### config.mk
export PLATFORM = sky130hd
export DESIGN_NAME = lzw_ctrl
export DESIGN_NICKNAME = d
export VERILOG_FILES = /design/src/rtl/core/lzw_pkg.sv /design/src/rtl/core/lzw_ctrl.sv
export SDC_FILE = /design/constraint.sdc
export NUM_CORES = 1
export LEC_CHECK = 0
export BUFFER_PORTS_ARGS = -buffer_cell sky130_fd_sc_hd__clkbuf_2
export CORE_AREA = 2 2 39 41
export CTS_BUF_LIST = sky130_fd_sc_hd__clkbuf_8 sky130_fd_sc_hd__clkbuf_16
export DETAILED_ROUTE_END_ITERATION = 8
export DIE_AREA = 0 0 41 43
export GPL_ROUTABILITY_DRIVEN = 1
export PLACE_DENSITY_LB_ADDON = 0.2
export SETUP_SLACK_MARGIN = 0.02
export SYNTH_ARGS = -nofsm -noshare
export SYNTH_HDL_FRONTEND = slang
export SYNTH_SLANG_ARGS = --single-unit
### constraint.sdc
create_clock -name clk -period 3.6 [get_ports clk]
set_clock_uncertainty 0.15 [all_clocks]
set_input_delay 1.08 -clock clk [delete_from_list [all_inputs] [get_ports clk]]
set_output_delay 1.08 -clock clk [all_outputs]
set_load 0.02 [all_outputs]
### src/rtl/core/lzw_pkg.sv
// Package with the shared constants, state type and control structs of the LZW encoder.
`timescale 1ns / 1ps

package lzw_pkg;

  // Default code width and the first dictionary code.
  localparam int CODE_BITS_DEF = 12;
  localparam int FIRST_CODE    = 256;
  localparam int BYTE_BITS     = 8;

  // Controller states.
  typedef enum logic [2:0] {
    ST_CLEAR,
    ST_IDLE,
    ST_HREAD,
    ST_DREAD,
    ST_CHECK,
    ST_FIN
  } state_t;

  // Commands from the controller to the datapath.
  typedef struct packed {
    logic clear_step;
    logic accept;
    logic hash_rd;
    logic dict_rd;
    logic probe_next;
    logic take_hit;
    logic take_miss;
    logic flush;
  } cmd_t;

  // Status from the datapath to the controller.
  typedef struct packed {
    logic clear_done;
    logic queue_empty;
    logic prefix_valid;
    logic eom;
    logic live;
    logic match;
  } status_t;

endpackage

### src/rtl/core/lzw_ctrl.sv
// Controller state machine of the LZW encoder.
`timescale 1ns / 1ps

module lzw_ctrl (
  input  logic             clk,
  input  logic             rst,
  input  logic             in_valid,
  output logic             in_ready,
  input  lzw_pkg::status_t status,
  output lzw_pkg::cmd_t    cmd
);
  import lzw_pkg::*;

  state_t state;
  state_t state_next;

  // State register.
  always_ff @(posedge clk) begin
    if (rst) begin
      state <= ST_CLEAR;
    end else begin
      state <= state_next;
    end
  end

  // Next state.
  always_comb begin
    state_next = state;
    unique case (state)
      ST_CLEAR: begin
        if (status.clear_done) state_next = ST_IDLE;
      end
      ST_IDLE: begin
        if (in_valid && status.queue_empty) begin
          state_next = status.prefix_valid ? ST_HREAD : ST_FIN;
        end
      end
      ST_HREAD: state_next = ST_DREAD;
      ST_DREAD: state_next = ST_CHECK;
      ST_CHECK: begin
        if (status.live && !status.match) state_next = ST_HREAD;
        else state_next = ST_FIN;
      end
      ST_FIN:   state_next = ST_IDLE;
      default:  state_next = ST_CLEAR;
    endcase
  end

  // Command outputs.
  always_comb begin
    cmd      = '0;
    in_ready = 1'b0;
    unique case (state)
      ST_CLEAR: cmd.clear_step = 1'b1;
      ST_IDLE: begin
        in_ready   = status.queue_empty;
        cmd.accept = in_valid && status.queue_empty;
      end
      ST_HREAD: cmd.hash_rd = 1'b1;
      ST_DREAD: cmd.dict_rd = 1'b1;
      ST_CHECK: begin
        cmd.take_hit   = status.live && status.match;
        cmd.probe_next = status.live && !status.match;
        cmd.take_miss  = !status.live;
      end
      ST_FIN:   cmd.flush = status.eom;
      default:  cmd = '0;
    endcase
  end

endmodule

==> out/qor.tcl, run 1 <==
set qor(arrival_ns) 1.60
set qor(vdd_ir_drop_max_uv) 267
set qor(largest_register_ffs) 3
set qor(synth_top_cells_by_area) {sky130_fd_sc_hd__dfxtp_1, sky130_fd_sc_hd__o41ai_4, sky130_fd_sc_hd__nand2b_1}
set qor(worst-setup-path-type) {in2out}
set qor(die_x_um) 41
set qor(total_routed_wirelength_um) 651
set qor(final_core_util) 0.316
set qor(synthFlopType) {sky130_fd_sc_hd__dfxtp_1}
set qor(dp.final_hpwl_um) 521
set qor(synth_largest_area_cell) {sky130_fd_sc_hd__dfxtp_1}
set qor(setup.worst_path.end_class) {output port}
set qor(vias_in_the_first_global_route) 261
set qor(via_per_inst) 4.42
set qor(dieArea_sq_um) 1760
set qor(final.min_clock_period_ns) 2.83
set qor(cts.clk_slew.worst_paths_ns) 0.03
set qor(post_cts_hold_buffer_count) 0
set qor(post_synth_inst_count) 40
set qor(start_util) 0.225
set qor(slowest_stage) {sky130_fd_sc_hd__nand2b_1}
set qor(final_max_slew_viol_count) 0
set qor(global_route.overflow_total) 0
set qor(clock-sinks) 3
set qor(finalSetupViolations) 0
set qor(worst_path_largest_cell_delay_ns) 0.17
set qor(place_congestion) 0.715
set qor(ant_nets) 0
set qor(antenna-diode-count) 0
set qor(max-slew-margin-rel) 0.698
set qor(yosysTopAreaCellShare) 0.193
set qor(inserted_clock_buffers) 3
set qor(worst_hold_path_type) {reg2reg}
set qor(io-pin-count) 18
set qor(setup.worst_path.start_class) {input pin}
set qor(area_growth_syn_to_layout_pct) 40.6
set qor(max-clock-path-buffers) 2
set qor(grt_max_degree) 13
set qor(wl_per_cell_um) 8.80
set qor(setup_total_negative_slack_ns) 0
set qor(maximum_clock_frequency_mhz) 353
set qor(cts.repair.resized) 0
set qor(detailed_place.area_sq_um) 393
set qor(synth.yosys.seq_area_share) 0.193
set qor(critical_path.cell_chain) {clkbuf_2, nand2b_1, nor2_1, clkbuf_2}
set qor(timing_worst_slew_pin_value_ns) 0.453
set qor(design.core.area_sq_um) 1380
set qor(placement_rows) 14
set qor(post_cts.repair.setup_buffers) 0
set qor(crit_path_max_fanout) 3
set qor(power-per-cell-area_nw_per_um2) 488
set qor(synthesis.nets) 49
set qor(worst_skew_pair.late_latency_ns) 0.21
set qor(layout.nets) 68
set qor(clockRootBuffer) {sky130_fd_sc_hd__clkbuf_8}
set qor(post_synth_instance_area_sq_um) 312
set qor(status) {complete, no violations}
set qor(grt_first_pass_wirelength_mm) 1.00
set qor(globalRouteTotalUtil) 0.0863
set qor(synth_enable_flop_cells) 0
set qor(drive_gt1_frac) 0.414
set qor(top_regs) {state (3)}
set qor(min_period_over_period) 0.787
set qor(worst_path_most_repeated_cell) {sky130_fd_sc_hd__clkbuf_2}
set qor(grt_antenna_before_repair) 0
set qor(place.port_buffers) 17
set qor(seq_cells_post_synth) 3
set qor(synth-async-reset-ratio) 0
set qor(via_count) 327
set qor(detail_route.first_pass.iterations) 5
set qor(yosys_warnings) 0
set qor(cts_tree) {built}
set qor(die_height_um) 43
set qor(unrepaired_setup_endpoints_after_global_routing) {false}
set qor(synth_cell_types) 23
set qor(worstPathRequired_ns) 2.37
set qor(postLayoutCellArea_sq_um) 438
set qor(cts-htree-levels) 1
set qor(syn_area_per_cell_sq_um) 7.79
set qor(cap_viol_max_count) 0
set qor(max_flop_register) {state}
set qor(drc) 0
set qor(final_power_mw) 0.214
set qor(p_leak_nw) 0.215
set qor(hold_viol) 0
set qor(starting_drc_count_in_detailed_routing) 1
final cells by class:
type / instances / area, sq um
timing repair buffer: 17 / 85.1
tap: 16 / 20.0
clock buffer: 3 / 41.3
sequential: 3 / 60.1
clock inverter: 1 / 3.75
multi-input combinational: 34 / 228
fill: 157 / 946
cells by family (layout without fill, tap and decap cells):
logic type             count (synthesis)  count (layout)  share of synthesized area
and+or+nand+nor                       26              26                      0.498
buffers and inverters                  3              21                     0.0763
DFF                                    3               3                      0.193
AOI/OAI and AO/OA                      8               8                      0.233
synthesized netlist by cell type (all sizes together), types with 2 or more instances:
| cell type | instances |
|---|---|
| dfxtp | 3 |
| nor2b | 3 |
| buf | 3 |
| nor2 | 5 |
| nand2b | 3 |
| nand2 | 4 |
| and2 | 2 |
| and3 | 3 |
| a21oi | 4 |
metal layers:
layer,share of wire,GRT usage,up-vias
li1,-,-,174
met1,0.50,0.109,139
met2,0.42,0.106,14
met3,0.081,0.0471,0
met4,0,0.0600,0
met5,0,0,-
per-stage QoR:
stage	hold slack [ns]	worst slack [ns]	instances
floorplan	0.434	0.849	40
global placement	0.475	0.769	70
detailed placement	0.475	0.761	70
CTS	0.471	0.762	74
global route	0.517	0.696	74
finish	0.464	0.766	74
cell usage in the layout, fill, tap and decap left out:
master                     instances
sky130_fd_sc_hd__clkbuf_2         17
sky130_fd_sc_hd__nor2_1            5
sky130_fd_sc_hd__nand2_1           4
sky130_fd_sc_hd__nor2b_1           3
sky130_fd_sc_hd__nand2b_1          3
sky130_fd_sc_hd__a21oi_1           3
sky130_fd_sc_hd__clkbuf_8          3
sky130_fd_sc_hd__dfxtp_1           3
sky130_fd_sc_hd__and2_1            2
sky130_fd_sc_hd__and3_1            2
sky130_fd_sc_hd__nor3_1            1
sky130_fd_sc_hd__nor3b_2           1
sky130_fd_sc_hd__nand3b_1          1
sky130_fd_sc_hd__nand3_1           1
sky130_fd_sc_hd__and3_4            1
sky130_fd_sc_hd__and2b_1           1
sky130_fd_sc_hd__a21oi_2           1
sky130_fd_sc_hd__o41ai_4           1
sky130_fd_sc_hd__nor4bb_1          1
sky130_fd_sc_hd__o21bai_1          1
sky130_fd_sc_hd__a221oi_1          1
sky130_fd_sc_hd__o21ai_1           1
sky130_fd_sc_hd__inv_1             1
power breakdown:
part | internal (mW) | switching (mW)
clock | 0.0723 | 0.0198
combinational | 0.0327 | 0.0361
sequential | 0.0386 | 0.0141
worst max-delay path: cells and delay by family:
kind | cells | cell delay, ns
buf+inv | 2 | 0.26
simple gates | 2 | 0.26
worst paths after layout:
kind | startpoint | slack [ns] | depth (start not counted) | end
worst max-delay path | status[0] | 0.77 | 4 | cmd[3]
worst min-delay path | state[0] | 0.46 | 2 | state[2]
worst max register to register | state[0] | 2.22 | 3 | state[0]
worst min register to register | state[0] | 0.46 | 2 | state[2]
Power figures use the tool's default switching activity.
==> run 2, diff against run 1 <==
Settings changed: ABC_AREA set to 1.
Clock period 3.6 ns to 2.95 ns, I/O delays scaled along.
==> run 2 against run 1 <==
Effect of this change: first-iteration DRC count rose to 4.0 times the previous value; count of clock-buffer cells in the layout stayed put; final cell count grew 14%; clock power up 26%; global-route usage shrank 0.62 points; critical endpoint unchanged; routed wire length grew 5.2%.
==> out/qor.tcl, run 2 <==
set qor(clock-sinks) 3
set qor(area_growth_syn_to_layout_pct) 61.2
set qor(starting_drc_count_in_detailed_routing) 4
set qor(yosys_warnings) 0
set qor(post_cts.repair.setup_buffers) 0
set qor(synthFlopType) {sky130_fd_sc_hd__dfxtp_1}
set qor(worst_hold_path_type) {reg2reg}
set qor(timing_worst_slew_pin_value_ns) 0.225
set qor(grt_antenna_before_repair) 0
set qor(max_flop_register) {state}
set qor(post_synth_inst_count) 47
set qor(hold_viol) 0
set qor(synthesis.nets) 56
set qor(setup.worst_path.start_class) {input pin}
set qor(synth_largest_area_cell) {sky130_fd_sc_hd__dfxtp_1}
set qor(post_cts_hold_buffer_count) 0
set qor(placement_rows) 14
set qor(globalRouteTotalUtil) 0.0801
set qor(synth_cell_types) 10
set qor(setup.worst_path.end_class) {output port}
set qor(die_height_um) 43
set qor(cap_viol_max_count) 0
set qor(max-slew-margin-rel) 0.849
set qor(final_max_slew_viol_count) 0
set qor(globalRouteMet2Util) 0.128
set qor(global_route.overflow_total) 0
set qor(inserted_clock_buffers) 3
set qor(crit_path_max_fanout) 2
set qor(dieArea_sq_um) 1760
set qor(synth_enable_flop_cells) 0
set qor(worst_path_most_repeated_cell) {sky130_fd_sc_hd__clkbuf_2}
set qor(mostFrequentLayoutCells) {sky130_fd_sc_hd__clkbuf_2, sky130_fd_sc_hd__nor2_1, sky130_fd_sc_hd__nand2_1}
set qor(postLayoutCellArea_sq_um) 395
set qor(start_util) 0.177
set qor(dp.final_hpwl_um) 580
set qor(detail_route.first_pass.iterations) 4
set qor(setup_total_negative_slack_ns) 0
set qor(place.port_buffers) 17
set qor(worst_path_largest_cell_delay_ns) 0.17
set qor(synth_top_cells_by_area) {sky130_fd_sc_hd__dfxtp_1, sky130_fd_sc_hd__nor2_1, sky130_fd_sc_hd__nand2_1}
set qor(syn_area_per_cell_sq_um) 5.22
set qor(die_x_um) 41
set qor(detailed_place.area_sq_um) 350
set qor(p_leak_nw) 0.233
set qor(unrepaired_setup_endpoints_after_global_routing) {false}
set qor(ant_nets) 0
set qor(wl_per_cell_um) 8.15
set qor(design.core.area_sq_um) 1380
set qor(worstPathRequired_ns) 1.92
set qor(grt_max_degree) 7
set qor(drc) 0
set qor(synth.yosys.seq_area_share) 0.245
set qor(finalSetupViolations) 0
set qor(cts.repair.resized) 0
set qor(cts.clk_slew.worst_paths_ns) 0.03
set qor(synth.most_common_cell) {sky130_fd_sc_hd__nor2_1}
set qor(final.min_clock_period_ns) 2.41
set qor(critical_path.cell_chain) {clkbuf_2, inv_1, nand2_1, nor2_2, clkbuf_2}
set qor(synth_top_cells_by_count) {sky130_fd_sc_hd__nor2_1, sky130_fd_sc_hd__nand2_1, sky130_fd_sc_hd__inv_1, sky130_fd_sc_hd__nand3_1, sky130_fd_sc_hd__dfxtp_1}
set qor(busiest_layer) {met2}
set qor(top_regs) {state (3)}
set qor(grt_first_pass_wirelength_um) 938
set qor(total_routed_wirelength_um) 685
set qor(post_synth_instance_area_sq_um) 245
set qor(power-per-cell-area_nw_per_um2) 701
set qor(largest_register_ffs) 3
set qor(worst-setup-path-type) {in2out}
set qor(yosysTopAreaCellShare) 0.245
set qor(maximum_clock_frequency_mhz) 415
set qor(status) {complete, no violations}
set qor(min_period_over_period) 0.817
set qor(vdd_ir_drop_max_uv) 151
set qor(drive_gt1_frac) 0.324
set qor(via_count) 341
set qor(place_congestion) 0.692
set qor(via_per_inst) 4.06
set qor(layout.nets) 78
set qor(arrival_ns) 1.38
set qor(slowest_stage) {sky130_fd_sc_hd__clkbuf_2}
set qor(critPathBufInv) 3
set qor(use_met3) 0.0471
set qor(timing.critical_path.max_delay_family) {buffers and inverters}
set qor(antenna-diode-count) 0
set qor(seq_cells_post_synth) 3
set qor(clockRootBuffer) {sky130_fd_sc_hd__clkbuf_8}
set qor(io-pin-count) 18
set qor(max-clock-path-buffers) 2
set qor(vias_in_the_first_global_route) 270
set qor(worst_skew_pair.late_latency_ns) 0.22
set qor(synth-async-reset-ratio) 0
set qor(cts-htree-levels) 1
set qor(layout_commonest_cell) {sky130_fd_sc_hd__clkbuf_2}
set qor(cts_tree) {built}
set qor(grt_use_met1) 0.0860
==> run 2: where the power goes <==
group	internal (mW)	switching (mW)	leakage, nW
registers	0.0483	0.00767	0.0246
clock network	0.0886	0.0273	0.0269
logic	0.0358	0.0694	0.182
total	0.173	0.104	0.233
==> run 2: per-stage QoR <==
stage	utilization	cells	hold slack (ns)	setup slack, ns	power [mW]
5_1_grt	0.286	84	0.528	0.486	0.299
3_3_place_gp	0.253	80	0.474	0.543	0.165
4_1_cts	0.286	84	0.482	0.531	0.283
2_1_floorplan	-	47	0.414	0.681	0.132
3_5_place_dp	0.253	80	0.472	0.532	0.164
6_report	0.286	84	0.476	0.540	0.277
==> run 2: cell families after synthesis <==
family                 synth area share
AND/OR/NAND/NOR                   0.597
AO/OA/AOI/OAI                    0.0204
buffers and inverters             0.138
flip-flops                        0.245
==> run 2: layout make-up <==
| cell class | count | area [sq um] |
|---|---|---|
| Tap cell | 16 | 20.0 |
| Multi-Input combinational cell | 35 | 151 |
| Clock buffer | 3 | 41.3 |
| Timing Repair Buffer | 17 | 85.1 |
| Sequential cell | 3 | 60.1 |
| Inverter | 9 | 33.8 |
| Clock inverter | 1 | 3.75 |
| Fill cell | 175 | 988 |
==> run 2: path summary, 6_finish.rpt <==
path / startpoint / endpoint / slack [ns] / cells past startpoint
max: status[0] / cmd[3] / 0.54 / 5
min: state[1] / state[2] / 0.48 / 3
max reg2reg: state[0] / state[1] / 1.72 / 7
min reg2reg: state[1] / state[2] / 0.48 / 3
==> run 2: layer usage <==
metal | wire length, um | part of all wire | up-vias
met5 | 0 | 0 | -
met4 | 0 | 0 | 0
met3 | 90 | 0.13 | 0
met2 | 293 | 0.43 | 20
met1 | 300 | 0.44 | 136
li1 | - | - | 185
==> run 2: tightest hold or removal path, stage by stage (launching register included) <==
cell	delay, ns
sky130_fd_sc_hd__dfxtp_1	0.34
sky130_fd_sc_hd__nand2_1	0.07
sky130_fd_sc_hd__nand3b_1	0.09
sky130_fd_sc_hd__nor2_1	0.08
